==> src/design/jsu_pkg.sv <==
// shared types, constants and utf-8 helpers for the json string unescaper
package jsu_pkg;

   // default depth of the queue between front and back
   localparam int JSU_QUEUE_DEPTH = 4;

   // ascii codes the parser looks for
   localparam logic [7:0] CH_QUOTE  = 8'h22;
   localparam logic [7:0] CH_BSLASH = 8'h5C;
   localparam logic [7:0] CH_SLASH  = 8'h2F;
   localparam logic [7:0] CH_LOW_B  = 8'h62;
   localparam logic [7:0] CH_LOW_F  = 8'h66;
   localparam logic [7:0] CH_LOW_N  = 8'h6E;
   localparam logic [7:0] CH_LOW_R  = 8'h72;
   localparam logic [7:0] CH_LOW_T  = 8'h74;
   localparam logic [7:0] CH_LOW_U  = 8'h75;
   localparam logic [7:0] CH_SPACE  = 8'h20;

   // decoded values of the single-character escapes
   localparam logic [7:0] CTL_BS = 8'h08;
   localparam logic [7:0] CTL_FF = 8'h0C;
   localparam logic [7:0] CTL_LF = 8'h0A;
   localparam logic [7:0] CTL_CR = 8'h0D;
   localparam logic [7:0] CTL_HT = 8'h09;

   // replacement character for broken surrogates
   localparam logic [20:0] CP_REPLACEMENT = 21'h00FFFD;

   // parser modes
   typedef enum logic [2:0] {
      MODE_WAIT,
      MODE_BODY,
      MODE_ESC,
      MODE_HEX1,
      MODE_AFTER_HIGH,
      MODE_HIGH_BS,
      MODE_HEX2
   } mode_type;

   // result kinds
   typedef enum logic [1:0] {
      RK_BYTE,
      RK_DONE,
      RK_ERR
   } rkind_type;

   // error codes
   typedef enum logic [2:0] {
      ERR_NONE,
      ERR_NO_QUOTE,
      ERR_CONTROL,
      ERR_ESCAPE,
      ERR_UNICODE,
      ERR_UNTERM
   } err_type;

   // back end emission phases
   typedef enum logic [1:0] {
      PH_REP,
      PH_CP,
      PH_TAIL
   } phase_type;

   // final single result of an item: byte, completion or error
   typedef struct packed {
      logic       en;
      rkind_type  kind;
      logic [7:0] data;
      err_type    err;
   } jsu_tail_type;

   // work for the back end: replacement, then a code point, then a tail beat
   typedef struct packed {
      logic         rep_en;
      logic         cp_en;
      logic [20:0]  cp;
      jsu_tail_type tail;
   } jsu_desc_type;

   // number of utf-8 bytes for a code point
   function automatic logic [2:0] utf8_len(input logic [20:0] cp);
      logic [2:0] len;
      if (cp < 21'h80) begin
         len = 3'd1;
      end else if (cp < 21'h800) begin
         len = 3'd2;
      end else if (cp < 21'h10000) begin
         len = 3'd3;
      end else begin
         len = 3'd4;
      end
      return len;
   endfunction

   // one byte of the utf-8 form of a code point
   function automatic logic [7:0] utf8_byte(input logic [20:0] cp, input logic [2:0] len,
                                            input logic [1:0] idx);
      logic [7:0] b;
      b = cp[7:0];
      case (len)
         3'd2: begin
            b = (idx == 2'd0) ? {3'b110, cp[10:6]} : {2'b10, cp[5:0]};
         end
         3'd3: begin
            case (idx)
               2'd0: b = {4'b1110, cp[15:12]};
               2'd1: b = {2'b10, cp[11:6]};
               default: b = {2'b10, cp[5:0]};
            endcase
         end
         3'd4: begin
            case (idx)
               2'd0: b = {5'b11110, cp[20:18]};
               2'd1: b = {2'b10, cp[17:12]};
               2'd2: b = {2'b10, cp[11:6]};
               default: b = {2'b10, cp[5:0]};
            endcase
         end
         default: b = cp[7:0];
      endcase
      return b;
   endfunction

endpackage

==> src/design/jsu_channels.sv <==
// valid/ready channel interfaces for input beats and result beats

interface jsu_req_if;
   logic       valid;
   logic       ready;
   logic       kind;
   logic [7:0] data_byte;

   modport source (output valid, output kind, output data_byte, input ready);
   modport sink (input valid, input kind, input data_byte, output ready);
endinterface

interface jsu_rsp_if;
   logic       valid;
   logic       ready;
   logic [1:0] result_kind;
   logic [7:0] out_byte;
   logic [2:0] error_code;
   logic       last;

   modport source (output valid, output result_kind, output out_byte, output error_code,
                   output last, input ready);
   modport sink (input valid, input result_kind, input out_byte, input error_code,
                 input last, output ready);
endinterface

==> src/design/jsu_front.sv <==
// front end: parser state machine that turns each input beat that yields output into a work descriptor
module jsu_front (
   input  logic                 clock,
   input  logic                 reset,
   jsu_req_if.sink              req_chan,
   input  logic                 q_full,
   output logic                 q_push,
   output jsu_pkg::jsu_desc_type q_desc
);
   import jsu_pkg::*;

   mode_type    mode_ff, mode_in;
   logic [11:0] acc_ff, acc_in;
   logic [1:0]  cnt_ff, cnt_in;
   logic [9:0]  pend_ff, pend_in;

   logic         accept;
   logic [7:0]   b;
   logic         hex_ok;
   logic [3:0]   hval;
   logic [15:0]  unit;
   logic         unit_high, unit_low;
   logic [20:0]  pair_cp;
   jsu_desc_type desc;

   // sub-results of a body byte and of an escape character
   mode_type     body_mode, esc_mode;
   jsu_tail_type body_tail, esc_tail;

   assign accept         = req_chan.valid && req_chan.ready;
   assign req_chan.ready = !q_full;
   assign b              = req_chan.data_byte;

   // hex digit decode
   always_comb begin
      hex_ok = 1'b1;
      hval   = 4'd0;
      if (b >= 8'h30 && b <= 8'h39) begin
         hval = 4'(b - 8'h30);
      end else if (b >= 8'h61 && b <= 8'h66) begin
         hval = 4'(b - 8'h57);
      end else if (b >= 8'h41 && b <= 8'h46) begin
         hval = 4'(b - 8'h37);
      end else begin
         hex_ok = 1'b0;
      end
   end

   // the complete code unit once the fourth digit arrives
   assign unit      = {acc_ff, hval};
   assign unit_high = (unit[15:10] == 6'b110110);
   assign unit_low  = (unit[15:10] == 6'b110111);
   assign pair_cp   = {({1'b0, pend_ff} + 11'd64), unit[9:0]};

   // plain byte inside the string
   always_comb begin
      body_mode = MODE_BODY;
      body_tail = '{en: 1'b1, kind: RK_BYTE, data: b, err: ERR_NONE};
      if (b == CH_QUOTE) begin
         body_mode = MODE_WAIT;
         body_tail = '{en: 1'b1, kind: RK_DONE, data: 8'd0, err: ERR_NONE};
      end else if (b == CH_BSLASH) begin
         body_mode = MODE_ESC;
         body_tail = '{en: 1'b0, kind: RK_BYTE, data: 8'd0, err: ERR_NONE};
      end else if (b < CH_SPACE) begin
         body_mode = MODE_WAIT;
         body_tail = '{en: 1'b1, kind: RK_ERR, data: 8'd0, err: ERR_CONTROL};
      end
   end

   // character after a backslash
   always_comb begin
      esc_mode = MODE_BODY;
      esc_tail = '{en: 1'b1, kind: RK_BYTE, data: b, err: ERR_NONE};
      case (b)
         CH_QUOTE, CH_BSLASH, CH_SLASH: esc_tail.data = b;
         CH_LOW_B: esc_tail.data = CTL_BS;
         CH_LOW_F: esc_tail.data = CTL_FF;
         CH_LOW_N: esc_tail.data = CTL_LF;
         CH_LOW_R: esc_tail.data = CTL_CR;
         CH_LOW_T: esc_tail.data = CTL_HT;
         CH_LOW_U: begin
            esc_mode    = MODE_HEX1;
            esc_tail.en = 1'b0;
         end
         default: begin
            esc_mode = MODE_WAIT;
            esc_tail = '{en: 1'b1, kind: RK_ERR, data: 8'd0, err: ERR_ESCAPE};
         end
      endcase
   end

   // next state and descriptor
   always_comb begin
      mode_in = mode_ff;
      acc_in  = acc_ff;
      cnt_in  = cnt_ff;
      pend_in = pend_ff;
      desc    = '{rep_en: 1'b0, cp_en: 1'b0, cp: 21'd0,
                  tail: '{en: 1'b0, kind: RK_BYTE, data: 8'd0, err: ERR_NONE}};
      if (req_chan.kind) begin
         // end of data
         mode_in       = MODE_WAIT;
         desc.tail.en  = 1'b1;
         desc.tail.kind = RK_ERR;
         case (mode_ff)
            MODE_WAIT: desc.tail.err = ERR_NO_QUOTE;
            MODE_HEX1, MODE_HEX2: desc.tail.err = ERR_UNICODE;
            MODE_AFTER_HIGH, MODE_HIGH_BS: begin
               desc.rep_en   = 1'b1;
               desc.tail.err = ERR_UNTERM;
            end
            default: desc.tail.err = ERR_UNTERM;
         endcase
      end else begin
         case (mode_ff)
            MODE_WAIT: begin
               if (b == CH_QUOTE) begin
                  mode_in = MODE_BODY;
               end else begin
                  desc.tail = '{en: 1'b1, kind: RK_ERR, data: 8'd0, err: ERR_NO_QUOTE};
               end
            end
            MODE_BODY: begin
               mode_in   = body_mode;
               desc.tail = body_tail;
            end
            MODE_ESC: begin
               mode_in   = esc_mode;
               desc.tail = esc_tail;
               acc_in    = 12'd0;
               cnt_in    = 2'd0;
            end
            MODE_HEX1, MODE_HEX2: begin
               if (!hex_ok) begin
                  mode_in   = MODE_WAIT;
                  desc.tail = '{en: 1'b1, kind: RK_ERR, data: 8'd0, err: ERR_UNICODE};
               end else if (cnt_ff == 2'd3) begin
                  if (mode_ff == MODE_HEX2 && unit_low) begin
                     // surrogate pair joins into one code point
                     mode_in    = MODE_BODY;
                     desc.cp_en = 1'b1;
                     desc.cp    = pair_cp;
                  end else begin
                     // unit on its own, after a replacement for an unpaired high unit
                     desc.rep_en = (mode_ff == MODE_HEX2);
                     desc.cp_en  = !unit_high;
                     desc.cp     = unit_low ? CP_REPLACEMENT : {5'd0, unit};
                     mode_in     = unit_high ? MODE_AFTER_HIGH : MODE_BODY;
                     pend_in     = unit[9:0];
                  end
               end else begin
                  acc_in = {acc_ff[7:0], hval};
                  cnt_in = cnt_ff + 2'd1;
               end
            end
            MODE_AFTER_HIGH: begin
               if (b == CH_BSLASH) begin
                  mode_in = MODE_HIGH_BS;
               end else begin
                  desc.rep_en = 1'b1;
                  mode_in     = body_mode;
                  desc.tail   = body_tail;
               end
            end
            MODE_HIGH_BS: begin
               acc_in = 12'd0;
               cnt_in = 2'd0;
               if (b == CH_LOW_U) begin
                  mode_in = MODE_HEX2;
               end else begin
                  desc.rep_en = 1'b1;
                  mode_in     = esc_mode;
                  desc.tail   = esc_tail;
               end
            end
            default: mode_in = MODE_WAIT;
         endcase
      end
   end

   assign q_push = accept && (desc.rep_en || desc.cp_en || desc.tail.en);
   assign q_desc = desc;

   // parser state
   always_ff @(posedge clock) begin
      if (reset) begin
         mode_ff <= MODE_WAIT;
      end else if (accept) begin
         mode_ff <= mode_in;
      end
   end

   // hex accumulator and pending high unit
   always_ff @(posedge clock) begin
      if (accept) begin
         acc_ff  <= acc_in;
         cnt_ff  <= cnt_in;
         pend_ff <= pend_in;
      end
   end

   // the second hex sequence is only entered after a backslash that follows a high unit
   a_hex2_entry: assert property (@(posedge clock) disable iff (reset)
      (mode_ff == MODE_HEX2 && $past(mode_ff) != MODE_HEX2) |-> $past(mode_ff) == MODE_HIGH_BS)
      else $error("second hex sequence entered from wrong mode");

endmodule

==> src/design/jsu_fifo.sv <==
// short descriptor queue between parser front end and result back end
module jsu_fifo #(
   parameter int DEPTH = jsu_pkg::JSU_QUEUE_DEPTH
) (
   input  logic                 clock,
   input  logic                 reset,
   input  logic                 wr_en,
   input  jsu_pkg::jsu_desc_type wr_data,
   output logic                 full,
   input  logic                 rd_en,
   output logic                 rd_valid,
   output jsu_pkg::jsu_desc_type rd_data
);
   import jsu_pkg::*;

   localparam int PTR_W = $clog2(DEPTH);
   localparam int CNT_W = $clog2(DEPTH + 1);
   localparam logic [PTR_W-1:0] PTR_LAST = PTR_W'(DEPTH - 1);
   localparam logic [CNT_W-1:0] CNT_FULL = CNT_W'(DEPTH);

   jsu_desc_type     store_ff [DEPTH];
   logic [PTR_W-1:0] wr_ptr_ff, rd_ptr_ff;
   logic [CNT_W-1:0] count_ff;

   assign full     = (count_ff == CNT_FULL);
   assign rd_valid = (count_ff != '0);
   assign rd_data  = store_ff[rd_ptr_ff];

   // pointers and fill count
   always_ff @(posedge clock) begin
      if (reset) begin
         wr_ptr_ff <= '0;
         rd_ptr_ff <= '0;
         count_ff  <= '0;
      end else begin
         if (wr_en) begin
            wr_ptr_ff <= (wr_ptr_ff == PTR_LAST) ? '0 : wr_ptr_ff + 1'b1;
         end
         if (rd_en) begin
            rd_ptr_ff <= (rd_ptr_ff == PTR_LAST) ? '0 : rd_ptr_ff + 1'b1;
         end
         if (wr_en && !rd_en) begin
            count_ff <= count_ff + 1'b1;
         end else if (rd_en && !wr_en) begin
            count_ff <= count_ff - 1'b1;
         end
      end
   end

   // entry storage
   always_ff @(posedge clock) begin
      if (wr_en) begin
         store_ff[wr_ptr_ff] <= wr_data;
      end
   end

   a_no_overflow: assert property (@(posedge clock) disable iff (reset)
      !(wr_en && full && !rd_en) && !(rd_en && !rd_valid))
      else $error("queue overflow or underflow");

endmodule

==> src/design/jsu_back.sv <==
// back end: expands descriptors into utf-8, completion and error result beats
module jsu_back (
   input  logic                 clock,
   input  logic                 reset,
   input  logic                 q_valid,
   input  jsu_pkg::jsu_desc_type q_data,
   output logic                 q_pop,
   jsu_rsp_if.source            rsp_chan
);
   import jsu_pkg::*;

   jsu_desc_type cur_ff;
   logic         busy_ff;
   phase_type    phase_ff;
   logic [1:0]   idx_ff;

   logic       out_valid_ff;
   rkind_type  out_kind_ff;
   logic [7:0] out_byte_ff;
   err_type    out_err_ff;
   logic       out_last_ff;

   logic       advance, issue, load;
   logic [20:0] cp_sel;
   logic [2:0] len;
   rkind_type  beat_kind;
   logic [7:0] beat_byte;
   err_type    beat_err;
   logic       phase_end, more, beat_final;
   phase_type  phase_next, phase_start;

   assign advance = !out_valid_ff || rsp_chan.ready;
   assign issue   = busy_ff && advance;
   assign load    = q_valid && (!busy_ff || (issue && beat_final));
   assign q_pop   = load;

   // current beat from phase and byte index
   always_comb begin
      cp_sel    = (phase_ff == PH_REP) ? CP_REPLACEMENT : cur_ff.cp;
      len       = utf8_len(cp_sel);
      beat_kind = RK_BYTE;
      beat_byte = utf8_byte(cp_sel, len, idx_ff);
      beat_err  = ERR_NONE;
      phase_end = ({1'b0, idx_ff} == len - 3'd1);
      if (phase_ff == PH_TAIL) begin
         beat_kind = cur_ff.tail.kind;
         beat_byte = cur_ff.tail.data;
         beat_err  = cur_ff.tail.err;
         phase_end = 1'b1;
      end
   end

   // what follows the current phase
   always_comb begin
      more       = 1'b0;
      phase_next = PH_TAIL;
      case (phase_ff)
         PH_REP: begin
            if (cur_ff.cp_en) begin
               more       = 1'b1;
               phase_next = PH_CP;
            end else begin
               more = cur_ff.tail.en;
            end
         end
         PH_CP: more = cur_ff.tail.en;
         default: more = 1'b0;
      endcase
      beat_final = phase_end && !more;
   end

   // first phase of a new descriptor
   always_comb begin
      if (q_data.rep_en) begin
         phase_start = PH_REP;
      end else if (q_data.cp_en) begin
         phase_start = PH_CP;
      end else begin
         phase_start = PH_TAIL;
      end
   end

   // descriptor sequencing
   always_ff @(posedge clock) begin
      if (reset) begin
         busy_ff <= 1'b0;
      end else if (load) begin
         busy_ff <= 1'b1;
      end else if (issue && beat_final) begin
         busy_ff <= 1'b0;
      end
   end

   always_ff @(posedge clock) begin
      if (load) begin
         cur_ff   <= q_data;
         phase_ff <= phase_start;
         idx_ff   <= 2'd0;
      end else if (issue) begin
         if (phase_end) begin
            phase_ff <= phase_next;
            idx_ff   <= 2'd0;
         end else begin
            idx_ff <= idx_ff + 2'd1;
         end
      end
   end

   // output register
   always_ff @(posedge clock) begin
      if (reset) begin
         out_valid_ff <= 1'b0;
      end else if (advance) begin
         out_valid_ff <= issue;
      end
   end

   always_ff @(posedge clock) begin
      if (advance) begin
         out_kind_ff <= beat_kind;
         out_byte_ff <= beat_byte;
         out_err_ff  <= beat_err;
         out_last_ff <= beat_final;
      end
   end

   assign rsp_chan.valid       = out_valid_ff;
   assign rsp_chan.result_kind = out_kind_ff;
   assign rsp_chan.out_byte    = out_byte_ff;
   assign rsp_chan.error_code  = out_err_ff;
   assign rsp_chan.last        = out_last_ff;

   // completion and error beats always close their item
   a_tail_last: assert property (@(posedge clock) disable iff (reset)
      (out_valid_ff && out_kind_ff != RK_BYTE) |-> out_last_ff)
      else $error("completion or error beat without last");

   // the tail phase is only reached for descriptors that carry a tail
   a_tail_phase: assert property (@(posedge clock) disable iff (reset)
      (busy_ff && phase_ff == PH_TAIL) |-> cur_ff.tail.en)
      else $error("tail phase without tail");

endmodule

==> src/design/json_string_unescape_utf8_top.sv <==
// A result beat passes the queue entry, the back end descriptor and the output register.
// Throughput: one input beat per cycle while the queue is not full; results leave at one
// beat per cycle while the result side is ready; the descriptor queue absorbs the surplus.
// An input beat is refused only while the queue (DEPTH entries) is full.
// Reset is synchronous and active high: parser returns to waiting for a quote, queue and
// output register are emptied.
module json_string_unescape_utf8_top #(
   parameter int DEPTH = jsu_pkg::JSU_QUEUE_DEPTH
) (
   input  logic       clock,
   input  logic       reset,
   jsu_req_if.sink    req_chan,
   jsu_rsp_if.source  rsp_chan
);
   import jsu_pkg::*;

   logic         q_push, q_full, q_pop, q_valid;
   jsu_desc_type q_wr_desc, q_rd_desc;

   // parser front end
   jsu_front u_front (
      .clock    (clock),
      .reset    (reset),
      .req_chan (req_chan),
      .q_full   (q_full),
      .q_push   (q_push),
      .q_desc   (q_wr_desc)
   );

   // descriptor queue
   jsu_fifo #(
      .DEPTH (DEPTH)
   ) u_fifo (
      .clock    (clock),
      .reset    (reset),
      .wr_en    (q_push),
      .wr_data  (q_wr_desc),
      .full     (q_full),
      .rd_en    (q_pop),
      .rd_valid (q_valid),
      .rd_data  (q_rd_desc)
   );

   // result back end
   jsu_back u_back (
      .clock    (clock),
      .reset    (reset),
      .q_valid  (q_valid),
      .q_data   (q_rd_desc),
      .q_pop    (q_pop),
      .rsp_chan (rsp_chan)
   );

endmodule
==> src/flat_wrapper.sv <==
// flat-port wrapper written by rule: the top's interface ports become plain ports
module json_string_unescape_utf8_top_flat import jsu_pkg::*;
#(
   parameter int DEPTH = jsu_pkg::JSU_QUEUE_DEPTH
)
  (clock, reset, req_chan_valid, req_chan_kind, req_chan_data_byte, req_chan_ready, rsp_chan_valid, rsp_chan_result_kind, rsp_chan_out_byte, rsp_chan_error_code, rsp_chan_last, rsp_chan_ready);
  jsu_req_if req_chan_i ();
  jsu_rsp_if rsp_chan_i ();
  input  logic clock;
  input  logic reset;
  input wire logic [$bits(req_chan_i.valid)-1:0] req_chan_valid;
  input wire logic [$bits(req_chan_i.kind)-1:0] req_chan_kind;
  input wire logic [$bits(req_chan_i.data_byte)-1:0] req_chan_data_byte;
  output wire logic [$bits(req_chan_i.ready)-1:0] req_chan_ready;
  output wire logic [$bits(rsp_chan_i.valid)-1:0] rsp_chan_valid;
  output wire logic [$bits(rsp_chan_i.result_kind)-1:0] rsp_chan_result_kind;
  output wire logic [$bits(rsp_chan_i.out_byte)-1:0] rsp_chan_out_byte;
  output wire logic [$bits(rsp_chan_i.error_code)-1:0] rsp_chan_error_code;
  output wire logic [$bits(rsp_chan_i.last)-1:0] rsp_chan_last;
  input wire logic [$bits(rsp_chan_i.ready)-1:0] rsp_chan_ready;
  assign req_chan_i.valid = req_chan_valid;
  assign req_chan_i.kind = req_chan_kind;
  assign req_chan_i.data_byte = req_chan_data_byte;
  assign req_chan_ready = req_chan_i.ready;
  assign rsp_chan_valid = rsp_chan_i.valid;
  assign rsp_chan_result_kind = rsp_chan_i.result_kind;
  assign rsp_chan_out_byte = rsp_chan_i.out_byte;
  assign rsp_chan_error_code = rsp_chan_i.error_code;
  assign rsp_chan_last = rsp_chan_i.last;
  assign rsp_chan_i.ready = rsp_chan_ready;
  json_string_unescape_utf8_top #(.DEPTH(DEPTH)) u_core (.clock(clock), .reset(reset), .req_chan(req_chan_i), .rsp_chan(rsp_chan_i));
endmodule
==> config.mk <==
export PLATFORM = sky130hd
export DESIGN_NAME = json_string_unescape_utf8_top_flat
export DESIGN_NICKNAME = d
export VERILOG_FILES = /design/src/design/jsu_pkg.sv /design/src/design/jsu_channels.sv /design/src/design/jsu_front.sv /design/src/design/jsu_fifo.sv /design/src/design/jsu_back.sv /design/src/design/json_string_unescape_utf8_top.sv /design/src/flat_wrapper.sv
export SDC_FILE = /design/constraint.sdc
export NUM_CORES = 1
export LEC_CHECK = 0
export ABC_AREA = 1
export BUFFER_PORTS_ARGS = -buffer_cell sky130_fd_sc_hd__buf_4
export CAP_MARGIN = 20
export CORE_AREA = 2 2 220 222
export DETAILED_ROUTE_END_ITERATION = 6
export DIE_AREA = 0 0 222 224
export GPL_TIMING_DRIVEN = 1
export HOLD_SLACK_MARGIN = 0.05
export SLEW_MARGIN = 25
export SYNTH_ARGS = -nofsm -noshare
export SYNTH_HDL_FRONTEND = slang
export SYNTH_SLANG_ARGS = --single-unit
==> constraint.sdc <==
create_clock -name clock -period 4.45 [get_ports clock]
set_clock_uncertainty 0.2 [all_clocks]
set_input_delay 0.445 -clock clock [delete_from_list [all_inputs] [get_ports clock]]
set_output_delay 0.445 -clock clock [all_outputs]
set_load 0.05 [all_outputs]
==> reports/results.txt <==
Status: completed
Gate Count Post-Synth: 990
RSZ-0062 raised after global routing: false
Fmax: 0.250 GHz
Layout fillers: 4,897
Post-Synth Simple-Gate Area: 0.148
Longest Clk Path Bufs: 3
Overall Global Routing Usage: 0.0982
IO buf count: 28
Setup bufs post-CTS: 0
Antenna Nets Post-Route: 0
M2 GR Usage: 0.153
Worst R2R Setup Slack: 0.45 ns
Crit. Startpoint: u_core.u_back.phase_ff[1]
Core Region: 47,300 um2
XOR/XNOR share of the synthesized area: 0.00243
Reg2reg path depth: 24
Nets: 1,061
Vias per inst: 4.38
Detailed-route via count: 7,272
Clock Sink Count: 240
Final hold viol count: 0
Rel. slew slack: 0.506
FF+latch count, synth: 240
Cts repair resizes: 0
Vias in the first global route: 7,045
I/O pin cnt: 29
Largest net degree at the start of global routing: 75
GR Layer Usage met3: 0.0174
Critical path endpoint: u_core.u_fifo.count_ff[2]
Leak: 4.57 nW
Hold path startpoint: req_chan_kind
HPWL after detailed placement: 16,700 um
Final Cycle Share: 0.899
Peak VDD IR: 307 uV
Arrival time worst endpoint: 4.20 ns
Mux contribution to synthesized area: 0
Synth Cell Area: 10,800 um2
Crit-path max FO: 20
DIE HEIGHT: 224 um
Max-slew violations: 0
Synthesis warning total: 0
Initial Util: 0.228
Worst-margin pin slew: 0.741 ns
DR pass1 iterations: 5
PD cells: 644 nW/um2
Largest family of logic cells by synthesized area: simple AND/OR/NAND/NOR gates
Syn-to-layout area delta: 16.5%
Die area: 49,700 um2
Crit end category: register
Largest stage delay on the critical path: 0.41 ns
Die width: 222 um
Syn nets: 1,024
Yosys cell types: 46
Drt drc: 0
Tmin final: 4.00 ns
Setup violations, final: 0
Initial antenna violation count: 0
Hold Crit Class: in -> reg
H-tree depth: 1
Clk slew on worst S/H paths: 0.06 ns
Most frequent cells in the layout: 224 x edfxtp_1, 174 x nor2_1, 115 x inv_1
Layout cells sized above 1: 0.120
Worst setup SP type: register
Worst endpoint required time: 4.65 ns
Total Routed Length: 24,700 um
Iter 0 DRT Violations: 674
Total negative slack: 0 ns
Gp weighted congestion: 0.889
Pre-CTS setup slack: 0.506 ns
GR peak layer: met2
Finished Core Util: 0.266
CTS tree: built
Met1 Track Usage GR: 0.143
Grt total ovfl: 0
Root Driver: clkbuf_16
Setup ws final: 0.450 ns
MaxCap Viol Count: 0
Mean Syn Cell Area: 10.9 um2
Sequential-to-total area share from yosys stat: 0.652
Hold buffer count at CTS: 1
Antenna Cells: 0
Reg-to-reg endpoint: u_core.u_fifo.count_ff[2]
Critical Setup Path Class: reg -> reg
Area share of fa/ha/maj cells after synthesis: 0.0250
Slowest-stage cell, CP: edfxtp_1
Avg WL per Cell: 14.9 um
Worst skew pair latency: 0.53 ns
Complex-gate fraction of the synthesized area: 0.117
Rows: 80
Total CTS buffers: 25
RR Startpoint: u_core.u_back.phase_ff[1]
Commonest non-fill, non-tap cell in the layout: edfxtp_1
Critical-path cell list: nor2_2, buf_4, nor2_1, nand3_2, nor2_4, nand2_4, inv_1, nor2_1, inv_1, ha_1, ha_1, nor2_1, nand3_4, nand2_4, nand3_4, nand2_2, nand2_4, ha_1, inv_1, fa_1, a21oi_1, o21ai_0, o21ai_0, a21oi_1
First-pass GRT wire length: 39,000 um
==> cell usage after synthesis, drive strengths merged <==
cell type / n / area share
a211oi: 4 / 0.0028
a21boi: 1 / 0.00070
a21oi: 37 / 0.018
a22oi: 2 / 0.0014
a31oi: 6 / 0.0035
a32oi: 1 / 0.00081
buf: 4 / 0.0023
clkbuf: 28 / 0.0097
clkinv: 1 / 0.00035
dfxtp: 16 / 0.030
edfxtp: 224 / 0.62
fa: 1 / 0.0019
ha: 20 / 0.023
inv: 121 / 0.042
nand2: 94 / 0.038
nand3: 32 / 0.019
nand3b: 3 / 0.0032
nand4: 9 / 0.0052
nor2: 192 / 0.073
nor3: 14 / 0.0083
nor3b: 1 / 0.00070
o2111ai: 1 / 0.00081
o211ai: 4 / 0.0028
o21ai: 120 / 0.056
o221ai: 4 / 0.0032
o22ai: 43 / 0.025
o311ai: 1 / 0.00081
o31ai: 1 / 0.00070
o32ai: 1 / 0.00081
or2: 1 / 0.00058
xnor2: 1 / 0.00081
xor2: 2 / 0.0016
==> worst max-delay path: cells and delay by family (launching register included) <==
family	cells	cell delay, ns
DFF	1	0.41
buffers and inverters	4	0.50
and+or+nand+nor	12	1.22
AOI/OAI and AO/OA	4	0.54
adders and majority gates	4	1.00
==> area by class of cell <==
class,count,area (um2),share of cell area
sequential,240,7050,0.560
multi-input combinational,596,3200,0.254
tap,615,769,0.0611
clock buffer,39,708,0.0563
inverter,122,458,0.0364
timing repair buffer,42,330,0.0262
clock inverter,6,75.1,0.00597
==> worst min path at each step <==
stage	cells after the start	to	slack (ns)
finish	2	u_core.u_fifo.store_ff[2][8]	0.13
CTS	2	u_core.u_fifo.store_ff[0][8]	0.11
global route	2	u_core.u_fifo.store_ff[0][8]	0.14
detailed placement	0	u_core.u_front.pend_ff[9]	0.24
global placement	0	u_core.u_front.pend_ff[7]	0.23
floorplan	0	u_core.u_front.pend_ff[4]	0.23
==> cell families (layout without fill, tap and decap cells) <==
family | after synthesis | after routing
DFF | 240 | 240
buffers and inverters | 154 | 209
adders and majority gates | 21 | 21
and+or+nand+nor | 346 | 346
AOI/OAI and AO/OA | 226 | 226
xor gates and xnor gates | 3 | 3
==> power breakdown <==
part | switching (mW) | total (mW) | internal (mW)
sequential | 0.180 | 3.26 | 3.08
clock | 0.827 | 1.98 | 1.16
combinational | 2.03 | 2.86 | 0.830
==> state kept, by name, indices dropped and copies added (netlist names), named ones only <==
register                            flops
u_core.u_back.cur_ff                   36
u_core.u_back.rsp_chan.out_byte         8
u_core.u_back.rsp_chan.last             1
u_core.u_back.phase_ff                  2
u_core.u_front.acc_ff                  12
u_core.u_fifo.rd_ptr_ff                 2
u_core.u_back.rsp_chan.valid            1
u_core.u_front.pend_ff                 10
u_core.u_back.rsp_chan.result_kind      2
u_core.u_back.idx_ff                    2
u_core.u_fifo.store_ff                148
u_core.u_back.rsp_chan.error_code       3
u_core.u_fifo.count_ff                  3
u_core.u_fifo.wr_ptr_ff                 2
u_core.u_front.cnt_ff                   2
u_core.u_back.busy_ff                   1
u_core.u_front.mode_ff                  3
==> per-layer routing <==
layer  share of wire  vias up
met5               0        -
met4           0.015        0
met3           0.063       32
met2            0.43      196
met1            0.49     3515
li1                -     3529
==> through the flow <==
step                      power [mW]  hold slack, ns  cells  instance area [um2]
after floorplan                 5.25           0.226    990                10800
after global placement          6.13           0.232   1614                11800
after detailed placement        6.16           0.243   1614                11800
after CTS                       8.16           0.111   1660                12600
after global routing            8.59           0.145   1660                12600
final                           8.11           0.134   1660                12600
(Power assumes the default switching activity.)
